File: src/sv/alpg_pkg.sv
// Shared types and constants for the antialiased line pixel generator.
// Used by every module of the block; depends on nothing.
package alpg_pkg;

  localparam int COORD_W      = 24;  // endpoint coordinate width
  localparam int PIX_W        = 16;  // emitted pixel coordinate width
  localparam int ALPHA_W      = 8;
  localparam int DIM_W        = 15;  // screen dimension registers
  localparam int CFG_ADDR_W   = 2;
  localparam int CFG_DATA_W   = 15;
  localparam int JOB_WEIGHT_W = 36;  // holds the widest coverage weight
  localparam int JOB_SHIFT_W  = 6;

  // register indexes
  localparam logic [CFG_ADDR_W-1:0] REG_RIGHT_EDGE  = 2'd0;
  localparam logic [CFG_ADDR_W-1:0] REG_BOTTOM_EDGE = 2'd1;
  localparam logic [CFG_ADDR_W-1:0] REG_COLOR_ALPHA = 2'd2;

  localparam logic [DIM_W-1:0]   RIGHT_EDGE_RST  = 15'd640;
  localparam logic [DIM_W-1:0]   BOTTOM_EDGE_RST = 15'd480;
  localparam logic [ALPHA_W-1:0] COLOR_ALPHA_RST = 8'd255;

  // item kinds
  localparam logic KIND_START = 1'b0;
  localparam logic KIND_STEP  = 1'b1;

  typedef struct packed {
    logic [DIM_W-1:0]   right_edge;
    logic [DIM_W-1:0]   bottom_edge;
    logic [ALPHA_W-1:0] color_alpha;
  } cfg_t;

  // one pixel to be weighted and emitted by the back end
  typedef struct packed {
    logic [PIX_W-1:0]               major;
    logic [PIX_W-1:0]               minor;
    logic signed [JOB_WEIGHT_W-1:0] weight;
    logic [JOB_SHIFT_W-1:0]         shift;
    logic                           steep;
    logic                           done;
    logic                           last;
  } job_t;

endpackage

File: src/sv/alpg_if.sv
// Channel interfaces of the line pixel generator: input items, pixels, config writes.
// Depends on alpg_pkg.
interface alpg_in_if;
  logic                                 valid;
  logic                                 ready;
  logic                                 kind;
  logic signed [alpg_pkg::COORD_W-1:0]  start_x;
  logic signed [alpg_pkg::COORD_W-1:0]  start_y;
  logic signed [alpg_pkg::COORD_W-1:0]  end_x;
  logic signed [alpg_pkg::COORD_W-1:0]  end_y;
  modport source (output valid, kind, start_x, start_y, end_x, end_y, input ready);
  modport sink   (input valid, kind, start_x, start_y, end_x, end_y, output ready);
endinterface

interface alpg_out_if;
  logic                               valid;
  logic                               ready;
  logic signed [alpg_pkg::PIX_W-1:0]  pixel_x;
  logic signed [alpg_pkg::PIX_W-1:0]  pixel_y;
  logic [alpg_pkg::ALPHA_W-1:0]       alpha;
  logic                               line_done;
  logic                               run_last;
  modport source (output valid, pixel_x, pixel_y, alpha, line_done, run_last, input ready);
  modport sink   (input valid, pixel_x, pixel_y, alpha, line_done, run_last, output ready);
endinterface

interface alpg_cfg_if;
  logic                                valid;
  logic                                ready;
  logic [alpg_pkg::CFG_ADDR_W-1:0]     addr;
  logic [alpg_pkg::CFG_DATA_W-1:0]     data;
  modport source (output valid, addr, data, input ready);
  modport sink   (input valid, addr, data, output ready);
endinterface

File: src/sv/alpg_front.sv
// Front end: accepts items, rejects/orders lines, divides for the slope and
// walks columns, pushing one pixel request per cycle unless the queue is full. Depends on alpg_pkg.
module alpg_front #(
  parameter int COORD_FRAC_BITS = 8,
  parameter int SLOPE_FRAC_BITS = 16
) (
  input  logic                clk_i,
  input  logic                rst_ni,
  alpg_in_if.sink             in_ch,
  input  alpg_pkg::cfg_t      cfg_i,
  output logic                push_o,
  output alpg_pkg::job_t      job_o,
  input  logic                full_i
);

  localparam int F     = COORD_FRAC_BITS;
  localparam int S     = SLOPE_FRAC_BITS;
  localparam int CW    = alpg_pkg::COORD_W;
  localparam int DW    = CW + 1;          // coordinate differences
  localparam int REMW  = CW + 2;          // division remainder
  localparam int CLW   = CW + 2;          // column counter
  localparam int RIW   = S + 26;          // row intercept
  localparam int SLW   = S + 2;           // signed slope
  localparam int EPW   = F + 2;           // endpoint fraction terms
  localparam int CNTW  = $clog2(S + 1);
  localparam int CMPW  = 40;              // rejection compares
  localparam int WW    = alpg_pkg::JOB_WEIGHT_W;
  localparam int UPSH  = (S >= F) ? S - F : 0;
  localparam int DNSH  = (S >= F) ? 0 : F - S;

  localparam logic [1:0] ST_IDLE = 2'd0;
  localparam logic [1:0] ST_DIV  = 2'd1;
  localparam logic [1:0] ST_EP   = 2'd2;
  localparam logic [1:0] ST_STEP = 2'd3;

  // signed fraction with truncation toward zero
  function automatic logic signed [EPW-1:0] frac_c(input logic signed [DW-1:0] v);
    logic [DW-1:0] mag;
    logic [EPW-1:0] m;
    mag = v[DW-1] ? DW'(-v) : DW'(v);
    m = EPW'(mag[F-1:0]);
    return v[DW-1] ? $signed(-m) : $signed(m);
  endfunction

  function automatic logic signed [CLW-1:0] trunc_c(input logic signed [CW-1:0] v);
    logic [CW-1:0] mag;
    logic [CLW-1:0] m;
    mag = v[CW-1] ? CW'(-v) : CW'(v);
    m = CLW'(mag >> F);
    return v[CW-1] ? $signed(-m) : $signed(m);
  endfunction

  logic [1:0] state_q, state_d;
  logic busy_q, busy_d, steep_q, steep_d, dxz_q, dxz_d, dyneg_q, dyneg_d;
  logic signed [CW-1:0] x0_q, x0_d, y0_q, y0_d, x1_q, x1_d, y1_q, y1_d;
  logic [DW-1:0] dx_q, dx_d;
  logic [REMW-1:0] rem_q, rem_d;
  logic [S:0] quo_q, quo_d;
  logic [CNTW-1:0] cnt_q, cnt_d;
  logic [1:0] idx_q, idx_d;
  logic signed [CLW-1:0] col_q, col_d, fin_q, fin_d;
  logic signed [RIW-1:0] ri_q, ri_d;
  logic signed [SLW-1:0] slope_q, slope_d;

  logic accept;
  assign in_ch.ready = (state_q == ST_IDLE);
  assign accept = in_ch.valid && in_ch.ready;

  // start item classification
  logic signed [CMPW-1:0] w_lim, h_lim, sx0, sy0, sx1, sy1;
  logic reject, steep_n, swap_n;
  logic signed [DW-1:0] ddx, ddy, adx, ady, ndx, ndy;
  logic signed [CW-1:0] a0x, a0y, a1x, a1y, b0x, b0y, b1x, b1y;

  always_comb begin
    w_lim = $signed(CMPW'(cfg_i.right_edge) << F);
    h_lim = $signed(CMPW'(cfg_i.bottom_edge) << F);
    sx0 = CMPW'(in_ch.start_x);
    sy0 = CMPW'(in_ch.start_y);
    sx1 = CMPW'(in_ch.end_x);
    sy1 = CMPW'(in_ch.end_y);
    reject = (sx0 < 0 && sx1 < 0) || (sx0 > w_lim && sx1 > w_lim) ||
             (sy0 < 0 && sy1 < 0) || (sy0 > h_lim && sy1 > h_lim);
    ddx = DW'(in_ch.end_x) - DW'(in_ch.start_x);
    ddy = DW'(in_ch.end_y) - DW'(in_ch.start_y);
    adx = ddx[DW-1] ? -ddx : ddx;
    ady = ddy[DW-1] ? -ddy : ddy;
    steep_n = ady > adx;
    a0x = steep_n ? in_ch.start_y : in_ch.start_x;
    a0y = steep_n ? in_ch.start_x : in_ch.start_y;
    a1x = steep_n ? in_ch.end_y : in_ch.end_x;
    a1y = steep_n ? in_ch.end_x : in_ch.end_y;
    swap_n = a0x > a1x;
    b0x = swap_n ? a1x : a0x;
    b0y = swap_n ? a1y : a0y;
    b1x = swap_n ? a0x : a1x;
    b1y = swap_n ? a0y : a1y;
    ndx = DW'(b1x) - DW'(b0x);
    ndy = DW'(b1y) - DW'(b0y);
  end

  // division step
  logic div_ge;
  logic [S:0] quo_n;
  logic [REMW-1:0] rem_sub;
  logic signed [SLW-1:0] slope_n;
  logic signed [RIW-1:0] y0_scaled;
  always_comb begin
    div_ge = rem_q >= REMW'(dx_q);
    rem_sub = div_ge ? rem_q - REMW'(dx_q) : rem_q;
    quo_n = {quo_q[S-1:0], div_ge};
    if (dxz_q) begin
      slope_n = SLW'(1) <<< S;
    end else if (dyneg_q) begin
      slope_n = -$signed(SLW'(quo_n));
    end else begin
      slope_n = $signed(SLW'(quo_n));
    end
    y0_scaled = (RIW'(y0_q) <<< UPSH) >>> DNSH;
  end

  // endpoint pixel
  logic signed [CW-1:0] ex, ey;
  logic signed [EPW-1:0] gap, fy, cov;
  logic signed [2*EPW-1:0] ep_w;
  logic signed [CW-1:0] erow;
  logic signed [CLW-1:0] ecol;
  logic more;
  always_comb begin
    ex = idx_q[1] ? x1_q : x0_q;
    ey = idx_q[1] ? y1_q : y0_q;
    gap = frac_c(DW'(ex) + DW'(1 << (F - 1)));
    if (!idx_q[1]) gap = EPW'(1 << F) - gap;
    fy = frac_c(DW'(ey));
    cov = idx_q[0] ? fy : EPW'(1 << F) - fy;
    ep_w = (2*EPW)'(cov) * (2*EPW)'(gap);
    erow = ey >>> F;
    ecol = trunc_c(ex);
    more = col_q < fin_q;
  end

  // interior pixel
  logic signed [RIW-1:0] srow, ri_mag;
  logic signed [S:0] fr;
  logic signed [SLW-1:0] st_w;
  logic more_next;
  always_comb begin
    srow = ri_q >>> S;
    ri_mag = ri_q[RIW-1] ? -ri_q : ri_q;
    fr = ri_q[RIW-1] ? -$signed((S+1)'(ri_mag[S-1:0])) : $signed((S+1)'(ri_mag[S-1:0]));
    st_w = idx_q[0] ? SLW'(fr) : (SLW'(1) <<< S) - SLW'(fr);
    more_next = (col_q + CLW'(1)) < fin_q;
  end

  // request to the queue and state update
  always_comb begin
    state_d = state_q; busy_d = busy_q; steep_d = steep_q; dxz_d = dxz_q;
    dyneg_d = dyneg_q; x0_d = x0_q; y0_d = y0_q; x1_d = x1_q; y1_d = y1_q;
    dx_d = dx_q; rem_d = rem_q; quo_d = quo_q; cnt_d = cnt_q; idx_d = idx_q;
    col_d = col_q; fin_d = fin_q; ri_d = ri_q; slope_d = slope_q;
    push_o = 1'b0;
    job_o = '0;
    job_o.steep = steep_q;
    case (state_q)
      ST_IDLE: begin
        if (accept) begin
          if (in_ch.kind == alpg_pkg::KIND_START) begin
            busy_d = 1'b0;
            if (!reject) begin
              steep_d = steep_n;
              x0_d = b0x; y0_d = b0y; x1_d = b1x; y1_d = b1y;
              dx_d = DW'(ndx);
              dxz_d = (ndx == 0);
              dyneg_d = ndy[DW-1];
              rem_d = REMW'(ndy[DW-1] ? -ndy : ndy);
              quo_d = '0;
              cnt_d = CNTW'(S);
              state_d = ST_DIV;
            end
          end else if (busy_q) begin
            idx_d = 2'd0;
            state_d = ST_STEP;
          end
        end
      end
      ST_DIV: begin
        quo_d = quo_n;
        rem_d = rem_sub << 1;
        cnt_d = cnt_q - CNTW'(1);
        if (cnt_q == '0) begin
          slope_d = slope_n;
          ri_d = y0_scaled + RIW'(slope_n);
          col_d = trunc_c(x0_q) + CLW'(1);
          fin_d = trunc_c(x1_q);
          idx_d = 2'd0;
          state_d = ST_EP;
        end
      end
      ST_EP: begin
        job_o.major = ecol[alpg_pkg::PIX_W-1:0];
        job_o.minor = erow[alpg_pkg::PIX_W-1:0] + alpg_pkg::PIX_W'(idx_q[0]);
        job_o.weight = WW'(ep_w);
        job_o.shift = alpg_pkg::JOB_SHIFT_W'(2 * F);
        job_o.last = (idx_q == 2'd3);
        job_o.done = (idx_q == 2'd3) && !more;
        if (!full_i) begin
          push_o = 1'b1;
          idx_d = idx_q + 2'd1;
          if (idx_q == 2'd3) begin
            busy_d = more;
            state_d = ST_IDLE;
          end
        end
      end
      ST_STEP: begin
        job_o.major = col_q[alpg_pkg::PIX_W-1:0];
        job_o.minor = srow[alpg_pkg::PIX_W-1:0] + alpg_pkg::PIX_W'(idx_q[0]);
        job_o.weight = WW'(st_w);
        job_o.shift = alpg_pkg::JOB_SHIFT_W'(S);
        job_o.last = idx_q[0];
        job_o.done = idx_q[0] && !more_next;
        if (!full_i) begin
          push_o = 1'b1;
          idx_d = idx_q + 2'd1;
          if (idx_q[0]) begin
            ri_d = ri_q + RIW'(slope_q);
            col_d = col_q + CLW'(1);
            busy_d = more_next;
            state_d = ST_IDLE;
          end
        end
      end
      default: state_d = ST_IDLE;
    endcase
  end

  always_ff @(posedge clk_i or negedge rst_ni) begin
    if (!rst_ni) begin
      state_q <= ST_IDLE;
      busy_q  <= 1'b0;
      steep_q <= 1'b0;
      col_q   <= '0;
      fin_q   <= '0;
      ri_q    <= '0;
      slope_q <= '0;
      idx_q   <= '0;
      cnt_q   <= '0;
    end else begin
      state_q <= state_d;
      busy_q  <= busy_d;
      steep_q <= steep_d;
      col_q   <= col_d;
      fin_q   <= fin_d;
      ri_q    <= ri_d;
      slope_q <= slope_d;
      idx_q   <= idx_d;
      cnt_q   <= cnt_d;
    end
  end

  // operand registers
  always_ff @(posedge clk_i) begin
    dxz_q <= dxz_d; dyneg_q <= dyneg_d;
    x0_q <= x0_d; y0_q <= y0_d; x1_q <= x1_d; y1_q <= y1_d;
    dx_q <= dx_d; rem_q <= rem_d; quo_q <= quo_d;
  end

endmodule

File: src/sv/alpg_queue.sv
// Short request queue between front and back end.
// Depends on alpg_pkg.
module alpg_queue #(
  parameter int DEPTH = 4
) (
  input  logic           clk_i,
  input  logic           rst_ni,
  input  logic           push_i,
  input  alpg_pkg::job_t data_i,
  output logic           full_o,
  input  logic           pop_i,
  output alpg_pkg::job_t data_o,
  output logic           empty_o
);

  localparam int PW = (DEPTH > 1) ? $clog2(DEPTH) : 1;
  localparam int CW = $clog2(DEPTH + 1);

  alpg_pkg::job_t mem_q [DEPTH];
  logic [PW-1:0] wp_q, rp_q;
  logic [CW-1:0] cnt_q;

  assign full_o  = (cnt_q == CW'(DEPTH));
  assign empty_o = (cnt_q == '0);
  assign data_o  = mem_q[rp_q];

  function automatic logic [PW-1:0] wrap_inc(input logic [PW-1:0] p);
    return (p == PW'(DEPTH - 1)) ? '0 : p + PW'(1);
  endfunction

  always_ff @(posedge clk_i or negedge rst_ni) begin
    if (!rst_ni) begin
      wp_q  <= '0;
      rp_q  <= '0;
      cnt_q <= '0;
    end else begin
      if (push_i) wp_q <= wrap_inc(wp_q);
      if (pop_i)  rp_q <= wrap_inc(rp_q);
      if (push_i && !pop_i) cnt_q <= cnt_q + CW'(1);
      else if (pop_i && !push_i) cnt_q <= cnt_q - CW'(1);
    end
  end

  always_ff @(posedge clk_i) begin
    if (push_i) mem_q[wp_q] <= data_i;
  end

endmodule

File: src/sv/alpg_back.sv
// Back end: scales color alpha by pixel coverage, restores axes and holds
// the pixel in an output register. Depends on alpg_pkg.
module alpg_back (
  input  logic                           clk_i,
  input  logic                           rst_ni,
  input  logic [alpg_pkg::ALPHA_W-1:0]   color_alpha_i,
  input  alpg_pkg::job_t                 job_i,
  input  logic                           empty_i,
  output logic                           pop_o,
  alpg_out_if.source                     out_ch
);

  localparam int PW = alpg_pkg::JOB_WEIGHT_W + alpg_pkg::ALPHA_W + 1;

  logic valid_q;
  logic signed [PW-1:0] prod, scaled;
  logic [alpg_pkg::ALPHA_W-1:0] alpha_n;

  assign pop_o = !empty_i && (!valid_q || out_ch.ready);
  assign out_ch.valid = valid_q;

  // coverage scaling with saturation
  always_comb begin
    prod = PW'($signed({1'b0, color_alpha_i})) * PW'(job_i.weight);
    scaled = prod >>> job_i.shift;
    if (prod <= 0) begin
      alpha_n = '0;
    end else if (scaled > PW'(255)) begin
      alpha_n = '1;
    end else begin
      alpha_n = scaled[alpg_pkg::ALPHA_W-1:0];
    end
  end

  always_ff @(posedge clk_i or negedge rst_ni) begin
    if (!rst_ni) begin
      valid_q <= 1'b0;
    end else if (pop_o) begin
      valid_q <= 1'b1;
    end else if (out_ch.ready) begin
      valid_q <= 1'b0;
    end
  end

  // output payload
  always_ff @(posedge clk_i) begin
    if (pop_o) begin
      out_ch.pixel_x   <= job_i.steep ? job_i.minor : job_i.major;
      out_ch.pixel_y   <= job_i.steep ? job_i.major : job_i.minor;
      out_ch.alpha     <= alpha_n;
      out_ch.line_done <= job_i.done;
      out_ch.run_last  <= job_i.last;
    end
  end

endmodule

File: src/sv/antialiased_line_pixel_generator_unit.sv
// Top level of the antialiased line pixel generator: config registers,
// front end, request queue, back end. Depends on alpg_pkg and alpg_if.
//
//  channel  | dir | handshake    | payload
//  in_ch    | in  | valid/ready  | kind, start_x, start_y, end_x, end_y
//  out_ch   | out | valid/ready  | pixel_x, pixel_y, alpha, line_done, run_last
//  cfg_ch   | in  | valid/ready  | addr, data (always ready)
//
// A start item is accepted, then divided for the slope at one quotient bit per
// cycle, then pushes its four endpoint pixels; a rejected start or an idle step
// is only accepted. A step item is accepted and then pushes its two interior
// pixels, one per cycle unless the queue is full. Reset clears all control state,
// no sweep. Output stalls back up through the queue into the front end.
module antialiased_line_pixel_generator_unit #(
  parameter int COORD_FRAC_BITS = 8,
  parameter int SLOPE_FRAC_BITS = 16,
  parameter int QUEUE_DEPTH     = 4
) (
  input  logic        clk_i,
  input  logic        rst_ni,
  alpg_in_if.sink     in_ch,
  alpg_out_if.source  out_ch,
  alpg_cfg_if.sink    cfg_ch
);

  alpg_pkg::cfg_t cfg_q;
  alpg_pkg::job_t push_job, pop_job;
  logic push, pop, full, empty;

  // configuration registers
  assign cfg_ch.ready = 1'b1;
  always_ff @(posedge clk_i or negedge rst_ni) begin
    if (!rst_ni) begin
      cfg_q.right_edge  <= alpg_pkg::RIGHT_EDGE_RST;
      cfg_q.bottom_edge <= alpg_pkg::BOTTOM_EDGE_RST;
      cfg_q.color_alpha <= alpg_pkg::COLOR_ALPHA_RST;
    end else if (cfg_ch.valid) begin
      case (cfg_ch.addr)
        alpg_pkg::REG_RIGHT_EDGE:  cfg_q.right_edge  <= cfg_ch.data;
        alpg_pkg::REG_BOTTOM_EDGE: cfg_q.bottom_edge <= cfg_ch.data;
        alpg_pkg::REG_COLOR_ALPHA: cfg_q.color_alpha <= cfg_ch.data[alpg_pkg::ALPHA_W-1:0];
        default: ;
      endcase
    end
  end

  alpg_front #(
    .COORD_FRAC_BITS (COORD_FRAC_BITS),
    .SLOPE_FRAC_BITS (SLOPE_FRAC_BITS)
  ) u_front (
    .clk_i  (clk_i),
    .rst_ni (rst_ni),
    .in_ch  (in_ch),
    .cfg_i  (cfg_q),
    .push_o (push),
    .job_o  (push_job),
    .full_i (full)
  );

  alpg_queue #(
    .DEPTH (QUEUE_DEPTH)
  ) u_queue (
    .clk_i   (clk_i),
    .rst_ni  (rst_ni),
    .push_i  (push),
    .data_i  (push_job),
    .full_o  (full),
    .pop_i   (pop),
    .data_o  (pop_job),
    .empty_o (empty)
  );

  alpg_back u_back (
    .clk_i         (clk_i),
    .rst_ni        (rst_ni),
    .color_alpha_i (cfg_q.color_alpha),
    .job_i         (pop_job),
    .empty_i       (empty),
    .pop_o         (pop),
    .out_ch        (out_ch)
  );

endmodule

File: src/flat_wrapper.sv
// flat-port wrapper written by rule: the top's interface ports become plain ports
module antialiased_line_pixel_generator_unit_flat 
#(
  parameter int COORD_FRAC_BITS = 8,
  parameter int SLOPE_FRAC_BITS = 16,
  parameter int QUEUE_DEPTH     = 4
)
  (clk_i, rst_ni, in_ch_valid, in_ch_kind, in_ch_start_x, in_ch_start_y, in_ch_end_x, in_ch_end_y, in_ch_ready, out_ch_valid, out_ch_pixel_x, out_ch_pixel_y, out_ch_alpha, out_ch_line_done, out_ch_run_last, out_ch_ready, cfg_ch_valid, cfg_ch_addr, cfg_ch_data, cfg_ch_ready);
  alpg_in_if in_ch_i ();
  alpg_out_if out_ch_i ();
  alpg_cfg_if cfg_ch_i ();
  input  logic clk_i;
  input  logic rst_ni;
  input wire logic [$bits(in_ch_i.valid)-1:0] in_ch_valid;
  input wire logic [$bits(in_ch_i.kind)-1:0] in_ch_kind;
  input wire logic [$bits(in_ch_i.start_x)-1:0] in_ch_start_x;
  input wire logic [$bits(in_ch_i.start_y)-1:0] in_ch_start_y;
  input wire logic [$bits(in_ch_i.end_x)-1:0] in_ch_end_x;
  input wire logic [$bits(in_ch_i.end_y)-1:0] in_ch_end_y;
  output wire logic [$bits(in_ch_i.ready)-1:0] in_ch_ready;
  output wire logic [$bits(out_ch_i.valid)-1:0] out_ch_valid;
  output wire logic [$bits(out_ch_i.pixel_x)-1:0] out_ch_pixel_x;
  output wire logic [$bits(out_ch_i.pixel_y)-1:0] out_ch_pixel_y;
  output wire logic [$bits(out_ch_i.alpha)-1:0] out_ch_alpha;
  output wire logic [$bits(out_ch_i.line_done)-1:0] out_ch_line_done;
  output wire logic [$bits(out_ch_i.run_last)-1:0] out_ch_run_last;
  input wire logic [$bits(out_ch_i.ready)-1:0] out_ch_ready;
  input wire logic [$bits(cfg_ch_i.valid)-1:0] cfg_ch_valid;
  input wire logic [$bits(cfg_ch_i.addr)-1:0] cfg_ch_addr;
  input wire logic [$bits(cfg_ch_i.data)-1:0] cfg_ch_data;
  output wire logic [$bits(cfg_ch_i.ready)-1:0] cfg_ch_ready;
  assign in_ch_i.valid = in_ch_valid;
  assign in_ch_i.kind = in_ch_kind;
  assign in_ch_i.start_x = in_ch_start_x;
  assign in_ch_i.start_y = in_ch_start_y;
  assign in_ch_i.end_x = in_ch_end_x;
  assign in_ch_i.end_y = in_ch_end_y;
  assign in_ch_ready = in_ch_i.ready;
  assign out_ch_valid = out_ch_i.valid;
  assign out_ch_pixel_x = out_ch_i.pixel_x;
  assign out_ch_pixel_y = out_ch_i.pixel_y;
  assign out_ch_alpha = out_ch_i.alpha;
  assign out_ch_line_done = out_ch_i.line_done;
  assign out_ch_run_last = out_ch_i.run_last;
  assign out_ch_i.ready = out_ch_ready;
  assign cfg_ch_i.valid = cfg_ch_valid;
  assign cfg_ch_i.addr = cfg_ch_addr;
  assign cfg_ch_i.data = cfg_ch_data;
  assign cfg_ch_ready = cfg_ch_i.ready;
  antialiased_line_pixel_generator_unit #(.COORD_FRAC_BITS(COORD_FRAC_BITS), .SLOPE_FRAC_BITS(SLOPE_FRAC_BITS), .QUEUE_DEPTH(QUEUE_DEPTH)) u_core (.clk_i(clk_i), .rst_ni(rst_ni), .in_ch(in_ch_i), .out_ch(out_ch_i), .cfg_ch(cfg_ch_i));
endmodule
File: config.mk
export PLATFORM = sky130hd
export DESIGN_NAME = antialiased_line_pixel_generator_unit_flat
export DESIGN_NICKNAME = d
export VERILOG_FILES = /design/src/sv/alpg_pkg.sv /design/src/sv/alpg_if.sv /design/src/sv/alpg_front.sv /design/src/sv/alpg_queue.sv /design/src/sv/alpg_back.sv /design/src/sv/antialiased_line_pixel_generator_unit.sv /design/src/flat_wrapper.sv
export SDC_FILE = /design/constraint.sdc
export NUM_CORES = 2
export LEC_CHECK = 0
export BUFFER_PORTS_ARGS = -buffer_cell sky130_fd_sc_hd__buf_2
export CORE_MARGIN = 5
export CORE_UTILIZATION = 70
export CTS_CLUSTER_SIZE = 30
export DETAILED_ROUTE_END_ITERATION = 8
export GPL_TIMING_DRIVEN = 0
export MAX_ROUTING_LAYER = met4
export PLACE_DENSITY_LB_ADDON = 0.08
export REMOVE_ABC_BUFFERS = 1
export SLEW_MARGIN = 15
export SYNTH_ARGS = -nofsm -noshare
export SYNTH_HDL_FRONTEND = slang
export SYNTH_SLANG_ARGS = --single-unit
File: constraint.sdc
create_clock -name clk_i -period 18.08 [get_ports clk_i]
set_clock_uncertainty 0.2 [all_clocks]
set_input_delay 3.616 -clock clk_i [delete_from_list [all_inputs] [get_ports clk_i]]
set_output_delay 3.616 -clock clk_i [all_outputs]
set_load 0.05 [all_outputs]
# == Word level (Yosys, flattened, before mapping) ==
# Memories as Yosys holds them, arrays and structs flattened.
# Index checks and enable logic that the tools add are counted.
# classes
mul,2
eq_ne,22
n_reduce_logical,41
bitwise,2
order_cmp,15
shift,1
add_sub_neg,37
n_mux,89
# ops
op,n
two-way mux 24 bit,13
two-way mux 26 bit,9
case mux 74 bit (2 select lines),1
two-way mux 42 bit,3
greater-than comparator 24 bit,5
two-way mux 16 bit,7
case mux 26 bit (2 select lines),2
subtractor 24 x 24 -> 25 bit,4
"< comparator 24 x 1 -> 1 bit, second input constant",4
case mux 42 bit (2 select lines),1
two-way mux 25 bit,3
negator 24 bit,3
two-way mux 18 bit,3
"adder 26 x 2 -> 26 bit, second input constant",2
< comparator 26 bit,2
negator 16 -> 26 bit,2
negator 25 bit,2
"greater-than comparator 45 x 9 -> 1 bit, second input constant",1
"<= comparator 45 x 1 -> 1 bit, second input constant",1
multiplier 9 x 36 -> 45 bit,1
>>> shifter 45 x 6 -> 45 bit,1
adder 42 x 18 -> 42 bit,1
two-way mux 10 bit,4
adder 32 x 18 -> 33 bit,1
53 further kinds,133
# totals
reg_bits,376
input_bits,119
ramBits,308
wordCells,240
n_memories,1
output_inout_bits,45
# memory_table
memory,words,word_bits,read_ports,rd_clocked_by_memory_dff,write_ports,line_no,source
u_core.u_queue.mem_q,4,77,1,0,1,alpg_queue.sv:19,alpg_pkg::job_t mem_q [DEPTH];

# == Logic depth before layout (Yosys ltp) ==
# depth
ltp_word,14
ltp_mapped,79
ltp_nobuf,61

# == By module ==
# A second synthesis with hierarchy kept.
# unflattened
cells_unflattened,7471
area_unflattened_um2,68042.8
# by_module_without_submodules
mod,seq_area_each_um2,cells_per_inst,n_inst,area_per_inst_um2
alpg_front,8007.7,4999,1,38809.7
alpg_back,1286.2,1949,1,16240.6
alpg_queue,9424.0,440,1,11528.6
antialiased_line_pixel_generator_unit,968.4,83,1,1463.9

# == Worst setup path after synthesis ==
# No wires, ideal clock.
# synth_timing
path_kind,input-to-reg
start,in in_ch_end_y[1]
end,reg u_core.u_front.rem_q[24] (data pin)
n_path_buf,18
cell_stages,76
arrival_time_ps,18052
t_required_ps,17624
setup_ps,256
setup_slack_ps,-428
cell_sequence,clkbuf_1 > inv_1 > fa_1 > nor2b_1 > o21ai_0 > a21boi_0 > o21ai_0 > a21boi_0 > o21ai_0 > a21boi_0 > o21ai_0 > a21oi_1 > o21ai_0 > a221oi_1 > o211ai_1 > nor3_1 > nand2_1 > or4_1 > [... 40 more ...] > clkbuf_1 > a21oi_1 > o21bai_1 > a21oi_1 > maj3_1 > nor2_1 > or3_1 > o32ai_1 > mux2_2 > o311ai_2 > o21ai_1 > o21ai_1 > a221o_1 > a21o_1 > a21oi_1 > xnor2_1 > nor3_1 > a31o_2
# synth_via
elab_chain_cells,14
word_cells_on_any_way,18
classes_between,add/sub (4); order compare (2); mux (12)
# synth_lines
element,line_no,source
start: declaration,flat_wrapper.sv:19,input wire logic [$bits(in_ch_i.end_y)-1:0] in_ch_end_y;
subtractor 24 x 24 -> 25 bit,alpg_front.sv:85,ddy = DW'(in_ch.end_y) - DW'(in_ch.start_y);
negator 25 bit,alpg_front.sv:87,ady = ddy[DW-1] ? -ddy : ddy;
two-way mux 25 bit,alpg_front.sv:87,
greater-than comparator 25 bit,alpg_front.sv:88,steep_n = ady > adx;
two-way mux 24 bit (on tied branches),"alpg_front.sv:89, alpg_front.sv:91",
greater-than comparator 24 bit,alpg_front.sv:93,swap_n = a0x > a1x;
two-way mux 24 bit (*),alpg_front.sv:97,b1y = swap_n ? a0y : a1y;
via u_core.u_front.b1y[4],alpg_front.sv:73,"logic signed [CW-1:0] a0x, a0y, a1x, a1y, b0x, b0y, b1x, b1y;"
subtractor 24 x 24 -> 25 bit (*),alpg_front.sv:99,ndy = DW'(b1y) - DW'(b0y);
negator 25 -> 26 bit,alpg_front.sv:175,rem_d = REMW'(ndy[DW-1] ? -ndy : ndy);
two-way mux 26 bit (*),alpg_front.sv:175,
two-way mux 26 bit (*),alpg_front.sv:169,if (!reject) begin
two-way mux 26 bit (*),alpg_front.sv:167,if (in_ch.kind == alpg_pkg::KIND_START) begin
two-way mux 26 bit (*),alpg_front.sv:166,if (accept) begin
case mux 26 bit (2 select lines) (*),alpg_front.sv:164,case (state_q)
via u_core.u_front.rem_d[24],alpg_front.sv:57,"logic [REMW-1:0] rem_q, rem_d;"
end signal: assignment,alpg_front.sv:265,dx_q <= dx_d; rem_q <= rem_d; quo_q <= quo_d;
end: declaration,alpg_front.sv:57,
# The timed path passes the listed nets; every way through them passes the cells marked *. The select of a mux whose other input is x is not followed.
# A chain may end at the register's enable or synchronous reset.

# == Worst setup path after layout ==
# layout_timing
start,in in_ch_end_x[0]
end,reg u_core.u_front.rem_q[19] (data pin)
# layout_via
elab_chain_cells,14
word_cells_on_any_way,18
classes_between,add/sub (4); order compare (2); mux (12)
# layout_lines
element,line_no,source
start: declaration,flat_wrapper.sv:18,input wire logic [$bits(in_ch_i.end_x)-1:0] in_ch_end_x;
subtractor 24 x 24 -> 25 bit,alpg_front.sv:84,ddx = DW'(in_ch.end_x) - DW'(in_ch.start_x);
negator 25 bit,alpg_front.sv:86,adx = ddx[DW-1] ? -ddx : ddx;
two-way mux 25 bit,alpg_front.sv:86,
greater-than comparator 25 bit,alpg_front.sv:88,
two-way mux 24 bit (on tied branches),"alpg_front.sv:89, alpg_front.sv:91",
greater-than comparator 24 bit,alpg_front.sv:93,
two-way mux 24 bit (*),alpg_front.sv:97,
via u_core.u_front.b1y[5],alpg_front.sv:73,
subtractor 24 x 24 -> 25 bit (*),alpg_front.sv:99,
negator 25 -> 26 bit,alpg_front.sv:175,
two-way mux 26 bit (*),alpg_front.sv:175,
two-way mux 26 bit (*),alpg_front.sv:169,
two-way mux 26 bit (*),alpg_front.sv:167,
two-way mux 26 bit (*),alpg_front.sv:166,
case mux 26 bit (2 select lines) (*),alpg_front.sv:164,
via u_core.u_front.rem_d[19],alpg_front.sv:57,
# Marks and branches as above.

==> impl_metrics.tcl <==
set metrics [dict create \
    status "finished, final reports clean" \
    cp.required_ns 18.27 \
    ys_seq_area_frac 0.305 \
    min_period_ns 17.68 \
    syn_avg_cell_area_sq_um 9.05 \
    start_kind "input port" \
    cts_buffers 68 \
    stdcell_area_sq_um 61500 \
    seqCellArea_sq_um 17200 \
    rsz0062_at_grt "true" \
    cts_buffer_depth 3 \
    clock-root-buffer "clkbuf_16" \
    cts_num_sinks 599 \
    drc_errors 0 \
    tightest_slew_ns 1.35 \
    final_max_slew_viol_count 0 \
    grt_use_total 0.398 \
    reg2reg_to "u_core.u_queue.mem_q[0][44]$_DFFE_PP_" \
    min_path_type "reg -> reg" \
    multi_input_area_sq_um 36500 \
    drive_above_1_share 0.104 \
    synth.area.top_cells "edfxtp_1 23%, ha_1 10%, fa_1 8.1%" \
    netlist-cell-type-count 109 \
    yosys.area_share.simple 0.173 \
    setup_viol 0 \
    n_fill_cell 5408 \
    crit_arrival_ns 17.88 \
    rows 104 \
    synth_warnings 0 \
    ys_ff_latch 599 \
    stdcell_count 7381 \
    postRouteAntennaNets 0 \
    synthAdderAreaFrac 0.184 \
    placed_area_sq_um 58200 \
    dieArea_sq_um 86100 \
    synthMuxAreaShare 0.0595 \
    wl_mm 171 \
    synth_area_sq_um 56200 \
    port_buffers 162 \
    max_slew_margin 0.0907 \
    first_pass_iters 7 \
    clk_latency_ns 0.65 \
    grt_pass1_vias 47068 \
    drv_cap 0 \
    synth_edf_count 431 \
    ys_async_sr_fraction 0.280 \
    reg2reg_depth 37 \
    crit_fanout 24 \
    die_w_um 293 \
    hold_start "u_core.u_front.fin_q[18]$_DFFE_PN0P_" \
    vias 48388 \
    final_hold_viol_count 0 \
    nets 7046 \
    drt-wirelength-per-cell_um 23.2 \
    synth-xor-area-share 0.0679 \
    grt_pass1_wl_mm 263 \
    fp.coreArea_sq_um 80000 \
    fin_crit_sh 0.978 \
    hold_end "u_core.u_front.fin_q[18]$_DFFE_PN0P_" \
    r2r-start "u_core.u_front.idx_q[1]$_DFFE_PN0P_" \
    antenna_found_initial 13 \
    synth-compound-area-share 0.155 \
    die_h_um 293 \
    grt_overflow 0 \
    syn2layout_area_growth_pct 9.47 \
    synth_area_leader_cell "edfxtp_1" \
    cpPeakStageDelay_ns 0.57 \
    setup_tns_ns 0 \
    vias_per_cell 6.56 \
    drtIter0Drc 5291 \
    cts.clk_slew.worst_paths_ns 0.06 \
    synth_top_area_frac 0.230 \
    critical_path_class "in -> reg" \
    h-tree-depth 3 \
    dpl.hpwl_mm 128 \
    synthCells 6209 \
    critPathCaptureType "flop" \
    initial_utilization 0.702 \
    place_inst 7206 \
    slowest_stage "mux2i_1" \
    timing.fmax_ghz 0.0566 \
    synth_top_family_by_area "adder cells" \
    io_pins 164 \
    grt_max_degree 86 \
    hold_depth 1 \
    cts_tree "built" \
    reg2reg_slack_ns 6.40 \
    gp_congestion 1.03 \
    synth_top_flop_cell "edfxtp_1" \
]
[cell type report]
cell class                 count  area share
multi-input combinational   4801       0.594
sequential                   599       0.279
inverter                     546      0.0333
timing repair buffer         235      0.0303
clock buffer                  82      0.0300
tap                         1060      0.0216
clock inverter                44      0.0116
antenna                       14    0.000569
[state kept, by name (all words and copies together), names as in the netlist, 2 cells and up]
name	cells
u_core.cfg_q	38
u_core.u_back.out_ch.alpha	8
u_core.u_back.out_ch.pixel_x	16
u_core.u_back.out_ch.pixel_y	16
u_core.u_front.cnt_q	5
u_core.u_front.col_q	26
u_core.u_front.dx_q	25
u_core.u_front.fin_q	25
u_core.u_front.idx_q	2
u_core.u_front.quo_q	16
u_core.u_front.rem_q	26
u_core.u_front.ri_q	42
u_core.u_front.slope_q	18
u_core.u_front.state_q	2
u_core.u_front.x0_q	24
u_core.u_front.x1_q	24
u_core.u_front.y0_q	24
u_core.u_front.y1_q	24
u_core.u_queue.cnt_q	3
u_core.u_queue.mem_q	224
u_core.u_queue.rp_q	2
u_core.u_queue.wp_q	2
[cells in the mapped netlist (all sizes together), types with 75 or more instances]
| library cell | instances |
|---|---|
| clkbuf | 198 |
| dfrtp | 154 |
| ha | 449 |
| nand3 | 109 |
| mux2i | 127 |
| edfxtp | 431 |
| fa | 227 |
| nor2b | 75 |
| inv | 546 |
| xor2 | 190 |
| nor2 | 514 |
| a21o | 92 |
| o21ai | 348 |
| a31oi | 80 |
| nor3 | 144 |
| a21oi | 399 |
| and2 | 176 |
| xnor2 | 245 |
| nand2 | 656 |
[logic make-up after synthesis]
logic type / after synthesis
AOI/OAI and AO/OA: 1366
muxes: 254
DFF: 599
xor gates and xnor gates: 435
other: 1
adders and majority gates: 692
buffers and inverters: 814
and+or+nand+nor: 2048
[routing by layer]
layer	up-vias	track usage	wire length [um]
met5	-	-	0
met4	0	0.196	10400
met3	551	0.0624	14700
met2	2490	0.655	82100
met1	23331	0.483	64100
li1	22016	-	-
[critical path: cells and delay by family]
family,cells,cell delay (ns)
xor+xnor,3,0.64
buf+inv,10,1.99
simple gates,12,2.67
compound gates,26,6.05
mux,2,0.91
fa+ha+maj,6,1.91
[what timing repair did]
item,in CTS,in global routing
setup endpoints to repair,26,25
hold buffers,0,0
cloned,3,3
pin swaps,4,17
gates resized for setup,32,57
buffers inserted,3,25
[worst max-delay path by stage]
stage	start	to	depth (start not counted)
finish	in_ch_end_x[0]	u_core.u_front.rem_q[19]$_DFFE_PP_	59
global route	in_ch_start_y[1]	u_core.u_front.rem_q[17]$_DFFE_PP_	58
CTS	in_ch_end_y[0]	u_core.u_front.rem_q[4]$_DFFE_PP_	63
detailed placement	in_ch_end_x[0]	u_core.u_front.rem_q[4]$_DFFE_PP_	60
global placement	in_ch_end_x[0]	u_core.u_front.rem_q[4]$_DFFE_PP_	55
floorplan	in_ch_end_y[0]	u_core.u_front.rem_q[19]$_DFFE_PP_	54
[stage by stage]
stage	setup WS, ns	hold WS (ns)	utilization
after detailed placement	-3.32	0.266	0.727
after global routing	-0.0737	0.295	0.769
after global placement	-10.74	0.261	0.716
after CTS	0.0399	0.281	0.762
final	0.397	0.279	0.769
after floorplan	-2.74	0.250	-
[placed cells by master (no fill, tap or decap), types with 48 or more instances in the layout]
master and count:
edfxtp_1 431, a21oi_1 391, nand4_1 48, a211oi_1 67, a21o_1 91, nor3_1 135
buf_2 163, mux2_2 71, nand2b_1 57, fa_1 227, and3_1 74, xnor2_1 242
inv_1 543, nor2_1 510, a31oi_1 76, and2_1 170, dfrtp_1 147, o21ai_0 318
nor2b_1 75, ha_1 443, nand3_1 109, clkbuf_16 70, nand2_1 653, or3_1 51
xor2_1 189, mux4_2 56, mux2i_1 107
Power is not shown: default switching activity piles up to over one toggle a cycle in this logic, so the estimate is an artifact.
